File: src/design/ldr_pkg.sv
// Shared types and constants for the LED dimmer ramp unit.
package ldr_pkg;

  // Fixed-point and field widths
  localparam int FRAC_BITS_DEF = 16;
  localparam int PCT_W         = 7;
  localparam int RAMP_W        = 16;
  localparam int VAL_W         = 8;
  localparam int CFG_IDX_W     = 1;

  // Percent constants
  localparam logic [PCT_W-1:0] PCT_MAX    = 7'd100;
  localparam logic [PCT_W-1:0] PCT_STEP   = 7'd10;
  localparam logic [PCT_W-1:0] PIN_THRESH = 7'd49;
  localparam logic [PCT_W-1:0] PRESET_RST = 7'd100;

  // Register reset values
  localparam logic [RAMP_W-1:0] RAMP_MS_RST = 16'd2000;
  localparam logic              PWM_RST     = 1'b1;

  // floor(q/100) = (q * 5243) >> 19 for q below 25600
  localparam int                 DUTY_Q_W    = 15;
  localparam logic [12:0]        DUTY_RECIP  = 13'd5243;
  localparam int                 DUTY_SHIFT  = 19;
  localparam int                 DUTY_PROD_W = 28;

  // Command codes
  typedef enum logic [2:0] {
    OP_TICK       = 3'd0,
    OP_SET_LEVEL  = 3'd1,
    OP_ON         = 3'd2,
    OP_OFF        = 3'd3,
    OP_TOGGLE     = 3'd4,
    OP_BRIGHTER   = 3'd5,
    OP_DIMMER     = 3'd6,
    OP_SET_PRESET = 3'd7
  } ldr_op_t;

  // Configuration register indexes
  typedef enum logic [CFG_IDX_W-1:0] {
    CFG_RAMP_MS     = 1'b0,
    CFG_PWM_CAPABLE = 1'b1
  } ldr_cfg_idx_t;

  // Controller to datapath commands
  typedef struct packed {
    logic take_cmd;
    logic exec;
    logic duty_calc;
    logic out_load;
  } ldr_ctrl_t;

  // Datapath to controller status
  typedef struct packed {
    logic need_div;
    logic div_done;
  } ldr_stat_t;

endpackage

File: src/design/ldr_div.sv
// Bit-serial restoring divider, one quotient bit per cycle.
module ldr_div #(
  parameter int DW = 23,
  parameter int VW = 16
) (
  input  logic          clk,
  input  logic          rst_n,
  input  logic          start,
  input  logic [DW-1:0] dividend,
  input  logic [VW-1:0] divisor,
  output logic          done,
  output logic [DW-1:0] quotient
);

  localparam int CW = $clog2(DW + 1);

  logic [CW-1:0] cnt_r;
  logic [VW-1:0] rem_r;
  logic [VW-1:0] dvs_r;
  logic [DW-1:0] quo_r;
  logic          busy_r;
  logic          done_r;

  logic [VW:0]   rem_sh;
  logic [VW+1:0] trial;
  logic          ge;

  // Shift in the next dividend bit and try a subtract
  always_comb begin
    rem_sh = {rem_r, quo_r[DW-1]};
    trial  = {1'b0, rem_sh} - {2'b00, dvs_r};
    ge     = ~trial[VW+1];
  end

  // Control: busy and done flags
  always_ff @(posedge clk) begin
    if (!rst_n) begin
      busy_r <= 1'b0;
      done_r <= 1'b0;
      cnt_r  <= '0;
    end else begin
      done_r <= 1'b0;
      if (start) begin
        busy_r <= 1'b1;
        cnt_r  <= CW'(DW);
      end else if (busy_r) begin
        cnt_r <= cnt_r - 1'b1;
        if (cnt_r == CW'(1)) begin
          busy_r <= 1'b0;
          done_r <= 1'b1;
        end
      end
    end
  end

  // Payload: remainder and quotient shift registers
  always_ff @(posedge clk) begin
    if (start) begin
      rem_r <= '0;
      dvs_r <= divisor;
      quo_r <= dividend;
    end else if (busy_r) begin
      rem_r <= ge ? trial[VW-1:0] : rem_sh[VW-1:0];
      quo_r <= {quo_r[DW-2:0], ge};
    end
  end

  assign done     = done_r;
  assign quotient = quo_r;

endmodule

File: src/design/ldr_ctrl.sv
// Command sequencer for the LED dimmer: accept, execute, divide, duty, output.
module ldr_ctrl (
  input  logic              clk,
  input  logic              rst_n,
  input  logic              in_tvalid,
  output logic              in_tready,
  output logic              out_tvalid,
  input  logic              out_tready,
  output ldr_pkg::ldr_ctrl_t ctrl,
  input  ldr_pkg::ldr_stat_t stat
);

  typedef enum logic [2:0] {
    ST_IDLE,
    ST_EXEC,
    ST_DIV,
    ST_DUTY,
    ST_OUT
  } state_t;

  state_t state_r;
  logic   out_valid_r;
  logic   out_free;
  logic   in_xfer;

  assign in_tready  = (state_r == ST_IDLE);
  assign in_xfer    = in_tvalid && in_tready;
  assign out_free   = !out_valid_r || out_tready;
  assign out_tvalid = out_valid_r;

  // Commands to the datapath
  always_comb begin
    ctrl.take_cmd  = in_xfer;
    ctrl.exec      = (state_r == ST_EXEC);
    ctrl.duty_calc = (state_r == ST_DUTY);
    ctrl.out_load  = (state_r == ST_OUT) && out_free;
  end

  // State and output valid
  always_ff @(posedge clk) begin
    if (!rst_n) begin
      state_r     <= ST_IDLE;
      out_valid_r <= 1'b0;
    end else begin
      // a new result loads over the transfer of the old one
      if ((state_r == ST_OUT) && out_free) out_valid_r <= 1'b1;
      else if (out_tvalid && out_tready) out_valid_r <= 1'b0;
      unique case (state_r)
        ST_IDLE: begin
          if (in_xfer) state_r <= ST_EXEC;
        end
        ST_EXEC: begin
          state_r <= stat.need_div ? ST_DIV : ST_DUTY;
        end
        ST_DIV: begin
          if (stat.div_done) state_r <= ST_DUTY;
        end
        ST_DUTY: begin
          state_r <= ST_OUT;
        end
        ST_OUT: begin
          if (out_free) state_r <= ST_IDLE;
        end
        default: state_r <= ST_IDLE;
      endcase
    end
  end

endmodule

File: src/design/ldr_dp.sv
// Datapath for the LED dimmer: level, target, step, preset, duty and result.
module ldr_dp #(
  parameter int FRAC_BITS = ldr_pkg::FRAC_BITS_DEF
) (
  input  logic                           clk,
  input  logic                           rst_n,
  input  ldr_pkg::ldr_ctrl_t             ctrl,
  output ldr_pkg::ldr_stat_t             stat,
  input  logic [2:0]                     opcode,
  input  logic [ldr_pkg::VAL_W-1:0]      level_value,
  input  logic                           cfg_we,
  input  logic [ldr_pkg::CFG_IDX_W-1:0]  cfg_index,
  input  logic [ldr_pkg::RAMP_W-1:0]     cfg_data,
  output logic [7:0]                     duty,
  output logic                           pin_high,
  output logic [ldr_pkg::PCT_W-1:0]      level_percent,
  output logic [ldr_pkg::PCT_W-1:0]      target_percent,
  output logic                           is_on
);

  localparam int PW = ldr_pkg::PCT_W;
  localparam int LW = PW + FRAC_BITS;
  localparam int SW = LW + 1;

  // Configuration registers
  logic [ldr_pkg::RAMP_W-1:0] ramp_ms_r;
  logic                       pwm_r;

  // Architectural state
  logic [LW-1:0]        level_r;
  logic [PW-1:0]        target_r;
  logic signed [SW-1:0] step_r;
  logic [PW-1:0]        preset_r;

  // Command and working registers
  ldr_pkg::ldr_op_t          op_r;
  logic [PW-1:0]             val_r;
  logic                      neg_r;
  logic [ldr_pkg::DUTY_Q_W-1:0] q_r;

  // Result registers
  logic [7:0]    duty_r;
  logic          pin_r;
  logic [PW-1:0] lvl_pct_r;
  logic [PW-1:0] tgt_pct_r;
  logic          on_r;

  logic [PW-1:0]  pct;
  logic [PW:0]    bright_sum;
  logic           apply;
  logic           immediate;
  logic [LW-1:0]  pct_fix;
  logic [LW-1:0]  t_fix;
  logic [LW:0]    diff;
  logic [LW:0]    diff_abs;
  logic           need_div;
  logic           div_done;
  logic [LW-1:0]  quo;
  logic [SW-1:0]  quo_ext;
  logic signed [LW+1:0] sum_s;
  logic signed [LW+1:0] t_s;
  logic [LW-1:0]  tick_level;
  logic [LW+7:0]  l255;
  logic [ldr_pkg::DUTY_PROD_W-1:0] prod;

  // New target percent chosen by the command
  always_comb begin
    bright_sum = {1'b0, preset_r} + {1'b0, ldr_pkg::PCT_STEP};
    pct        = target_r;
    unique case (op_r)
      ldr_pkg::OP_TICK:       pct = target_r;
      ldr_pkg::OP_SET_LEVEL:  pct = val_r;
      ldr_pkg::OP_ON:         pct = ldr_pkg::PCT_MAX;
      ldr_pkg::OP_OFF:        pct = '0;
      ldr_pkg::OP_TOGGLE:     pct = (target_r == preset_r) ? '0 : preset_r;
      ldr_pkg::OP_BRIGHTER:
        pct = (bright_sum > {1'b0, ldr_pkg::PCT_MAX}) ? ldr_pkg::PCT_MAX : bright_sum[PW-1:0];
      ldr_pkg::OP_DIMMER:
        pct = (preset_r < ldr_pkg::PCT_STEP) ? '0 : preset_r - ldr_pkg::PCT_STEP;
      ldr_pkg::OP_SET_PRESET: pct = val_r;
      default:                pct = target_r;
    endcase
  end

  // Apply decision and fade delta
  always_comb begin
    apply     = (op_r != ldr_pkg::OP_TICK) && (pct != target_r) &&
                ((op_r != ldr_pkg::OP_SET_PRESET) || (val_r != preset_r));
    immediate = (ramp_ms_r == '0) || !pwm_r;
    pct_fix   = {pct, {FRAC_BITS{1'b0}}};
    t_fix     = {target_r, {FRAC_BITS{1'b0}}};
    need_div  = apply && !immediate && (level_r[LW-1:FRAC_BITS] != pct);
    diff      = {1'b0, pct_fix} - {1'b0, level_r};
    diff_abs  = diff[LW] ? (~diff + 1'b1) : diff;
  end

  // Tick: move by one step, clamped at the target
  always_comb begin
    sum_s = $signed({2'b00, level_r}) + $signed({step_r[SW-1], step_r});
    t_s   = $signed({2'b00, t_fix});
    if (!step_r[SW-1]) begin
      tick_level = (sum_s > t_s) ? t_fix : sum_s[LW-1:0];
    end else begin
      tick_level = (sum_s < t_s) ? t_fix : sum_s[LW-1:0];
    end
  end

  // Duty: level*255 >> FRAC_BITS, then divide by 100 via reciprocal
  always_comb begin
    l255 = {level_r, 8'b0} - {8'b0, level_r};
    prod = ldr_pkg::DUTY_PROD_W'(q_r) * ldr_pkg::DUTY_PROD_W'(ldr_pkg::DUTY_RECIP);
  end

  assign quo_ext = {1'b0, quo};

  ldr_div #(
    .DW (LW),
    .VW (ldr_pkg::RAMP_W)
  ) u_div (
    .clk      (clk),
    .rst_n    (rst_n),
    .start    (ctrl.exec && need_div),
    .dividend (diff_abs[LW-1:0]),
    .divisor  (ramp_ms_r),
    .done     (div_done),
    .quotient (quo)
  );

  always_comb begin
    stat.need_div = need_div;
    stat.div_done = div_done;
  end

  // Configuration writes
  always_ff @(posedge clk) begin
    if (!rst_n) begin
      ramp_ms_r <= ldr_pkg::RAMP_MS_RST;
      pwm_r     <= ldr_pkg::PWM_RST;
    end else if (cfg_we) begin
      unique case (ldr_pkg::ldr_cfg_idx_t'(cfg_index))
        ldr_pkg::CFG_RAMP_MS:     ramp_ms_r <= cfg_data;
        ldr_pkg::CFG_PWM_CAPABLE: pwm_r     <= cfg_data[0];
        default: ;
      endcase
    end
  end

  // Dimmer state updates
  always_ff @(posedge clk) begin
    if (!rst_n) begin
      level_r  <= '0;
      target_r <= '0;
      step_r   <= '0;
      preset_r <= ldr_pkg::PRESET_RST;
    end else begin
      if (ctrl.exec) begin
        if (op_r == ldr_pkg::OP_TICK) begin
          if (level_r != t_fix) begin
            level_r <= (step_r == '0) ? t_fix : tick_level;
          end
        end else begin
          if ((op_r == ldr_pkg::OP_SET_PRESET) && (val_r != preset_r)) preset_r <= val_r;
          if (apply) begin
            target_r <= pct;
            if (immediate) level_r <= pct_fix;
          end
        end
      end
      if (div_done) step_r <= neg_r ? $signed(-quo_ext) : $signed(quo_ext);
    end
  end

  // Command latch and working registers
  always_ff @(posedge clk) begin
    if (ctrl.take_cmd) begin
      op_r  <= ldr_pkg::ldr_op_t'(opcode);
      val_r <= (level_value > {1'b0, ldr_pkg::PCT_MAX}) ? ldr_pkg::PCT_MAX
                                                        : level_value[PW-1:0];
    end
    if (ctrl.exec && need_div) neg_r <= diff[LW];
    if (ctrl.duty_calc) q_r <= l255[FRAC_BITS +: ldr_pkg::DUTY_Q_W];
  end

  // Result register
  always_ff @(posedge clk) begin
    if (ctrl.out_load) begin
      duty_r    <= prod[ldr_pkg::DUTY_SHIFT +: 8];
      pin_r     <= level_r > {ldr_pkg::PIN_THRESH, {FRAC_BITS{1'b0}}};
      lvl_pct_r <= level_r[LW-1:FRAC_BITS];
      tgt_pct_r <= target_r;
      on_r      <= (target_r != '0);
    end
  end

  assign duty           = duty_r;
  assign pin_high       = pin_r;
  assign level_percent  = lvl_pct_r;
  assign target_percent = tgt_pct_r;
  assign is_on          = on_r;

endmodule

File: src/design/led_dimmer_ramp_unit.sv
// LED dimmer with linear fade: takes one command per transfer and returns one status
// result for each. A tick or a command that needs no new fade step passes through the
// execute, duty and output states before the next input transfer; a command that
// starts a fade also goes through the bit-serial divider, which finds the per-tick step
// one quotient bit a cycle. The result sits in an output register, so a new command is
// taken while the previous result waits; the block stalls only when it has a second
// result ready and the first is still not taken. Configuration is always ready and
// must be written only while the unit is idle.
module led_dimmer_ramp_unit #(
  parameter int FRAC_BITS = ldr_pkg::FRAC_BITS_DEF
) (
  input  logic                          clk,
  input  logic                          rst_n,
  // tdata: opcode[2:0], level_value[10:3], zero fill [15:11]
  input  logic                          in_tvalid,
  output logic                          in_tready,
  input  logic [15:0]                   in_tdata,
  // tdata: duty[7:0], pin_high[8], level_percent[15:9], target_percent[22:16], is_on[23]
  output logic                          out_tvalid,
  input  logic                          out_tready,
  output logic [23:0]                   out_tdata,
  input  logic                          cfg_valid,
  output logic                          cfg_ready,
  input  logic [ldr_pkg::CFG_IDX_W-1:0] cfg_index,
  input  logic [ldr_pkg::RAMP_W-1:0]    cfg_data
);

  ldr_pkg::ldr_ctrl_t ctrl;
  ldr_pkg::ldr_stat_t stat;

  logic [7:0]                duty;
  logic                      pin_high;
  logic [ldr_pkg::PCT_W-1:0] level_percent;
  logic [ldr_pkg::PCT_W-1:0] target_percent;
  logic                      is_on;

  assign cfg_ready = 1'b1;

  ldr_ctrl u_ctrl (
    .clk        (clk),
    .rst_n      (rst_n),
    .in_tvalid  (in_tvalid),
    .in_tready  (in_tready),
    .out_tvalid (out_tvalid),
    .out_tready (out_tready),
    .ctrl       (ctrl),
    .stat       (stat)
  );

  ldr_dp #(
    .FRAC_BITS (FRAC_BITS)
  ) u_dp (
    .clk            (clk),
    .rst_n          (rst_n),
    .ctrl           (ctrl),
    .stat           (stat),
    .opcode         (in_tdata[2:0]),
    .level_value    (in_tdata[10:3]),
    .cfg_we         (cfg_valid && cfg_ready),
    .cfg_index      (cfg_index),
    .cfg_data       (cfg_data),
    .duty           (duty),
    .pin_high       (pin_high),
    .level_percent  (level_percent),
    .target_percent (target_percent),
    .is_on          (is_on)
  );

  assign out_tdata = {is_on, target_percent, level_percent, pin_high, duty};

endmodule

File: config.mk
export PLATFORM = sky130hd
export DESIGN_NAME = led_dimmer_ramp_unit
export DESIGN_NICKNAME = d
export VERILOG_FILES = /design/src/design/ldr_pkg.sv /design/src/design/ldr_div.sv /design/src/design/ldr_ctrl.sv /design/src/design/ldr_dp.sv /design/src/design/led_dimmer_ramp_unit.sv
export SDC_FILE = /design/constraint.sdc
export NUM_CORES = 1
export LEC_CHECK = 0
export BUFFER_PORTS_ARGS = -buffer_cell sky130_fd_sc_hd__buf_2
export CELL_PAD_IN_SITES_DETAIL_PLACEMENT = 2
export CELL_PAD_IN_SITES_GLOBAL_PLACEMENT = 2
export CORE_AREA = 2 2 203 205
export DETAILED_ROUTE_END_ITERATION = 8
export DIE_AREA = 0 0 205 207
export PLACE_DENSITY_LB_ADDON = 0.05
export SYNTH_ARGS = -nofsm -noshare
export SYNTH_HDL_FRONTEND = slang
export SYNTH_SLANG_ARGS = --single-unit
export TNS_END_PERCENT = 30
File: constraint.sdc
create_clock -name clk -period 7.25 [get_ports clk]
set_input_delay 1.0875 -clock clk [delete_from_list [all_inputs] [get_ports clk]]
set_output_delay 1.0875 -clock clk [all_outputs]
set_load 0.005 [all_outputs]
; Word level (Yosys, flattened, before mapping)
; Index checks and enable logic that the tools add are counted.
; Widths: inputs -> output; s select.
[word_totals]
ff_bits = 194
input_bits = 38
out_inout_bits = 27
wordCells = 132
[classes]
add_sub_neg = 9
mul = 1
order_cmp = 6
eq_ne = 22
mux = 30
bitwise = 6
n_reduce_logical = 34
[op_table]
columns = cell, count
row1 = $mux 23, 11
row2 = $pmux 7 s7, 1
row3 = $sub 31x23->31, 1
row4 = $mul 15x13->27 const B, 1
row5 = $add 24x24->25, 1
row6 = $gt 25x24->1, 1
row7 = $lt 25x24->1, 1
row8 = $logic_not 24->1, 1
row9 = $mux 24, 1
row10 = $neg 23->24, 1
row11 = $sub 23x23->24, 1
row12 = $add 23x1->23 const B, 1
row13 = $gt 23x22->1 const B, 1
row14 = $ne 23x23->1, 1
row15 = $not 23->23, 1
row16 = $mux 7, 3
row17 = $ne 7x7->1, 3
row18 = $sub 17x16->18, 1
row19 = $gt 8x7->1 const B, 2
row20 = $logic_not 16->1, 1
row21 = $mux 16, 1
row22 = $eq 3x3->1 const B, 5
row23 = $pmux 3 s5, 1
row24 = $eq 3x2->1 const B, 4
row25 = 26 further kinds, 62

; Longest topological paths before layout
[depth]
depth_word = 11
ltp_mapped = 23

; By module
; From an unflattened synthesis, not the netlist that was laid out.
[hier_totals]
cells_unflattened = 1799
hier_area_um2 = 16793.6
[by_module_without_submodules]
columns = module, instances, cells_per_inst, area_per_inst_um2
row1 = ldr_dp, 1, 1454, 13047.5
row2 = ldr_div, 1, 320, 3499.6
row3 = ldr_ctrl, 1, 21, 220.2
row4 = led_dimmer_ramp_unit, 1, 4, 26.3

; Least setup slack after synthesis
; No wires, ideal clock.
[synth_timing]
path_kind = reg2reg
from = register u_dp.q_r[13] (netlist name)
to = register u_dp.duty_r[7], in the netlist u_dp.duty[7] (data pin)
setup_ps = 262
t_arrival_ps = 4731
t_required_ps = 6988
slack_ps = 2257
stages_incl_launch_ff = 17
path_buffers = 0
period_less_slack_ps = 4993
cell_sequence = edfxtp_1 ha_1 inv_1 fa_1 fa_1 inv_1 fa_1 fa_1 ha_1 a21o_1 a21o_1 a2111oi_0 a211o_1 a31oi_1 a21o_1 a21oi_1 xor2_1
[synth_between]
elab_chain_len = 1
[synth_lines]
columns = element, line
row1 = start: declaration, ldr_dp.sv:39  ; logic [ldr_pkg::DUTY_Q_W-1:0] q_r;
row2 = start signal: assignment, ldr_dp.sv:181  ; if (ctrl.duty_calc) q_r <= l255[FRAC_BITS +: ldr_pkg::DUTY_Q_W];
row3 = $mul 15x13->27, ldr_dp.sv:111  ; prod = ldr_pkg::DUTY_PROD_W'(q_r) * ldr_pkg::DUTY_PROD_W'(ldr_pkg::DUTY_RECIP);
row4 = "named net u_dp.prod, one bit", ldr_dp.sv:64  ; logic [ldr_pkg::DUTY_PROD_W-1:0] prod;
row5 = end signal: assignment, ldr_dp.sv:187  ; duty_r <= prod[ldr_pkg::DUTY_SHIFT +: 8];
row6 = end: declaration, ldr_dp.sv:42  ; logic [7:0] duty_r;
; The timed path passes the listed nets, and every way through them passes these cells.
; A chain may end at the register's enable or synchronous reset.

; Final worst setup path
[layout_timing]
from = register u_dp.level_r[0]
to = register u_dp.level_r[12]
[layout_between]
elab_chain_len = 7
elab_cells_between_ends = 12
[layout_lines]
columns = element, line
row1 = start: declaration, ldr_dp.sv:30  ; logic [LW-1:0] level_r;
row2 = start signal: assignment, ldr_dp.sv:159  ; level_r <= (step_r == '0) ? t_fix : tick_level;
row3 = start signal: assignment, ldr_dp.sv:165  ; if (immediate) level_r <= pct_fix;
row4 = $add 24x24->25, ldr_dp.sv:99  ; sum_s = $signed({2'b00, level_r}) + $signed({step_r[SW-1], step_r});
row5 = $gt 25x24->1 or $lt 25x24->1 (tied branches), "ldr_dp.sv:102, ldr_dp.sv:104"
row6 = $mux 23 (on tied branches), "ldr_dp.sv:102, ldr_dp.sv:104"
row7 = $mux 23, ldr_dp.sv:101  ; if (!step_r[SW-1]) begin
row8 = $mux 23, ldr_dp.sv:159
row9 = $mux 23, ldr_dp.sv:158  ; if (level_r != t_fix) begin
row10 = $mux 23, ldr_dp.sv:157  ; if (op_r == ldr_pkg::OP_TICK) begin
; Parallel ways exist; a longest one is shown, timed or not. The select of a mux whose other input is x is not followed.

==> results.md <==
- The HPWL after detailed placement is 38.15 mm.
- The max-cap check violation count is 0.
- IR analysis of the VDD net gives a maximum drop of 0.1441 mV.
- In the global route stage, overall resource usage came out at 23.44%.
- The highest fanout seen on the critical path is 15.
- The post-CTS setup repair buffer count is 0.
- The average wire length per cell after detail routing is 20.95 µm.
- The worst clock skew is 0.01233 ns.
- The final period utilization is 87.00%.
- Cells fill 43.65% of the core in the end.
- The worst path required time is 7.65 ns.
- The hold path startpoint is u_dp.ramp_ms_r[13]$_SDFFE_PN0P_.
- STA classifies the critical path endpoint as a register.
- In the layout the commonest cells are 183 x sky130_fd_sc_hd__inv_1, 173 x sky130_fd_sc_hd__ha_1, 129 x sky130_fd_sc_hd__nand2_1.
- A synthesized cell averages 9.364 µm².
- The routed via count is 12.97k.
- The clock buffer count from CTS is 17.
- The post-detailed-route via-to-cell ratio is 5.643.
- The layout net count is 2034.
- The launching point of the worst reg2reg path is u_dp.level_r[0]$_SDFFE_PN0P_.
- Timing analysis after detailed placement gives a worst setup slack of 0.9949 ns.
- The number of standard cells after synthesis is 1741.
- The post-layout minimum cycle time is 6.308 ns.
- The worst register-to-register path ends at u_dp.level_r[12]$_SDFFE_PN0P_.
- The clock latency on the worst-skew pair is 0.46 ns.
- Entering global routing, the biggest net connects 97 pins.
- The number of cells on the worst hold path is 0.
- The cell area after synthesis is 16300 µm².
- After floorplanning, the core was sized to cover 40370 µm².
- Port buffering added 58 buffers.
- The final number of max-transition violations is 0.
- After global routing the overflow that remains totals 0.
- The final worst slack is 0.9422 ns.
- The count of standard-cell rows is 74.
- For the final routed database, the setup TNS stands at 0 ns.
- Setup violations remaining at the end of the flow were counted as 0.
- The wire length of the first global-routing pass is 78.81 mm.
- STA classifies the critical path startpoint as a register.
- The path class of the tightest hold or removal check is register to register.
- Counting flops with an async set or reset pin after synthesis yields a share of 0%.
- The type of the setup path with the least slack is register to register.
- The count of flip-flops with a built-in enable after synthesis is 89.
- The run finished with clean final reports.
- Hold repair after CTS inserted 0 buffers.
- The final design area excluding fillers is 17620 µm².
- The static power due to leakage is 8.027 nW.
- The clock tree synthesis step divided the H-tree into 4 levels.
- The via count of the first global-routing pass is 14.21k.
- For the pin with the worst max-slew slack, the measured transition is 1.099 ns.
- The deepest clock path buffer count is 2.
- Synthesis inferred 194 register bits.
- Summed over all instances, the cell type with the most area after synthesis is sky130_fd_sc_hd__edfxtp_1.
- The DRC violation total after the first TritonRoute iteration is 485.
- In this run the power density over the cells is 240.4 nW/µm².
- After synthesis, the cell types taking the most area are sky130_fd_sc_hd__edfxtp_1 16%, sky130_fd_sc_hd__ha_1 13%, sky130_fd_sc_hd__dfxtp_1 13%.
- The Yosys step of the flow raised 0 warnings.
- The proportion of netlist area held by the largest area contributor is 16.39%.
- The height of the chip is 207 µm.
- Setup repair after global routing left no endpoint under its margin.
- For this run, the leading register cell type out of synthesis is sky130_fd_sc_hd__dfxtp_1.
- The antenna diode count is 0.
- The root buffer cell chosen for the clock tree is sky130_fd_sc_hd__clkbuf_16.
- Counting cells, the worst reg-to-reg path comes to 21.
- At the worst endpoint, the arrival time is 6.71 ns.
- The number of different library cells in the post-synthesis netlist is 86.
- Once placement finished, the instance area stood at 16990 µm².
- The CTS tree is built.
- Of the synthesized area, sequential elements account for 29.29%.
- The final routed DRC violation total is 0.
- The final-report hold violation count came to 0.
- The congestion estimate from routability-driven global placement came to 0.8445.
- In this run the horizontal extent of the chip is 205 µm.
- The floorplan step defined a die boundary enclosing 42440 µm².
- After detailed routing, the total wire length is 48.13 mm.
- The most frequent standard cell in the layout excluding fill and tap cells is sky130_fd_sc_hd__inv_1.
- In the final layout, the share of cells above drive strength 1 is 8.607%.
- The clock edge transition at the registers on the reported setup and hold paths is 0.08 ns.
- Clock tree synthesis found a total of 194 sinks.
- Once the clock tree was built, the resizer swapped 0 gates to a different size.
- The setup check on the worst reg-to-reg path leaves a slack of 0.94 ns.
- The count of TritonRoute iterations in the first routing pass is 4.
- During I/O placement, the number of pins put on the boundary was 65.
- The worst hold path terminates at u_dp.u_div.dvs_r[13]$_DFFE_PP_.
- The initial antenna violation count is 0.
- Timing would allow up to 158.5 MHz.
- The number of nets with antenna violations after routing is 0.
- The area added between synthesis and finish is 8.089%.
- For this configuration, the core starts out at a cell density of 40.38%.
- Measured against its own limit, the worst slew margin works out to 24.83%.
- The net count after synthesis is 2022.
- Fill cells in the final layout number 4504.
-- how the worst max path moves through the flow --
stage	depth (start not counted)	endpoint	startpoint
floorplan	16	u_dp.duty[7]$_DFFE_PP_	u_dp.q_r[13]$_DFFE_PP_
global placement	21	u_dp.level_r[2]$_SDFFE_PN0P_	u_dp.level_r[0]$_SDFFE_PN0P_
detailed placement	21	u_dp.level_r[1]$_SDFFE_PN0P_	u_dp.level_r[0]$_SDFFE_PN0P_
CTS	21	u_dp.level_r[1]$_SDFFE_PN0P_	u_dp.level_r[0]$_SDFFE_PN0P_
global route	20	u_dp.level_r[12]$_SDFFE_PN0P_	u_dp.level_r[1]$_SDFFE_PN0P_
finish	21	u_dp.level_r[12]$_SDFFE_PN0P_	u_dp.level_r[0]$_SDFFE_PN0P_
-- sequential cells by signal (all words and copies together), names as in the netlist, 3 cells and up --
| register | cells |
|---|---|
| u_ctrl.state_r | 3 |
| u_dp.duty | 8 |
| u_dp.level_percent | 7 |
| u_dp.level_r | 23 |
| u_dp.op_r | 3 |
| u_dp.preset_r | 7 |
| u_dp.q_r | 15 |
| u_dp.ramp_ms_r | 16 |
| u_dp.step_r | 24 |
| u_dp.target_percent | 7 |
| u_dp.target_r | 7 |
| u_dp.u_div.cnt_r | 5 |
| u_dp.u_div.dvs_r | 16 |
| u_dp.u_div.quotient | 23 |
| u_dp.u_div.rem_r | 16 |
| u_dp.val_r | 7 |
-- cells in the mapped netlist (all sizes together) (10+ instances only) --
cell,instances
dfxtp,105
o21ai,77
ha,173
a211oi,20
o21a,14
nand2,129
buf,27
o31ai,18
xor2,58
mux2i,22
nor3,50
nor2b,26
a21boi,20
nand4,17
and2,14
edfxtp,89
and3,10
nor4,17
o31a,11
nand2b,26
a31oi,20
inv,184
a21oi,67
nand3,35
a221oi,11
o211a,30
fa,70
or3,10
mux2,18
clkbuf,51
nor2,82
o211ai,18
xnor2,83
a31o,10
a21o,29
-- stage by stage --
| step | cells | power [mW] | hold WS (ns) |
|---|---|---|---|
| 2_1_floorplan | 1741 | 2.734 | 0.4029 |
| 3_3_place_gp | 2266 | 3.125 | 0.4443 |
| 3_5_place_dp | 2266 | 3.227 | 0.4551 |
| 4_1_cts | 2298 | 4.295 | 0.4713 |
| 5_1_grt | 2298 | 4.572 | 0.4812 |
| 6_report | 2298 | 4.235 | 0.4701 |
-- where the power goes --
| part | total (mW) | leakage (nW) | internal [mW] | switching, mW |
|---|---|---|---|---|
| logic | 1.75 | 6.02 | 0.749 | 1.00 |
| registers | 1.44 | 1.69 | 1.30 | 0.137 |
| clock network | 1.05 | 0.313 | 0.566 | 0.481 |
| total | 4.24 | 8.03 | 2.62 | 1.62 |
-- kinds of logic after synthesis --
family	count (synthesis)	synth area share (%)
other cells	1	0.02300
simple gates	456	14.05
compound gates	402	17.61
xor+xnor	141	7.575
flops	194	29.29
buf+inv	264	6.616
mux	40	2.963
fa+ha+maj	243	21.87
-- routing by layer --
metal / global-route usage, % / vias up / wire, µm
met5: 0 / - / 0
met4: 6.475 / 0 / 951
met3: 2.171 / 56 / 714
met2: 41.90 / 122 / 24600
met1: 29.95 / 6578 / 21860
li1: - / 6212 / -
-- worst max-delay path: stages (launching register included) --
cell                        delay [ns]
sky130_fd_sc_hd__dfxtp_1          0.47
sky130_fd_sc_hd__ha_1             0.33
sky130_fd_sc_hd__fa_1             0.43
sky130_fd_sc_hd__a21oi_1          0.26
sky130_fd_sc_hd__o2111ai_1        0.27
sky130_fd_sc_hd__a21o_1           0.26
sky130_fd_sc_hd__a31oi_1          0.28
sky130_fd_sc_hd__a31oi_1          0.23
sky130_fd_sc_hd__a21o_1           0.23
sky130_fd_sc_hd__a21oi_1          0.17
sky130_fd_sc_hd__xnor2_1          0.13
sky130_fd_sc_hd__ha_1             0.32
sky130_fd_sc_hd__nand4_1          0.11
sky130_fd_sc_hd__nor2_1           0.22
sky130_fd_sc_hd__nand3_1          0.16
sky130_fd_sc_hd__nor3_1           0.17
sky130_fd_sc_hd__nand4_1          0.12
sky130_fd_sc_hd__nor4_1           0.41
sky130_fd_sc_hd__a31oi_1          0.17
sky130_fd_sc_hd__or4_1            0.81
sky130_fd_sc_hd__nor2_2           0.52
sky130_fd_sc_hd__a32o_1           0.19
-- cell type report --
| cell class | count | area (µm²) | share of cell area [%] |
|---|---|---|---|
| flip-flops and latches | 194 | 4776 | 27.10 |
| inverters | 186 | 700.7 | 3.976 |
| multi-input cells | 1283 | 10460 | 59.35 |
| clock inverters | 14 | 193.9 | 1.101 |
| repair buffers | 71 | 387.9 | 2.201 |
| well taps | 532 | 665.6 | 3.778 |
| clock buffers | 18 | 439.2 | 2.492 |
No activity file was read; power rests on OpenSTA's default activity.
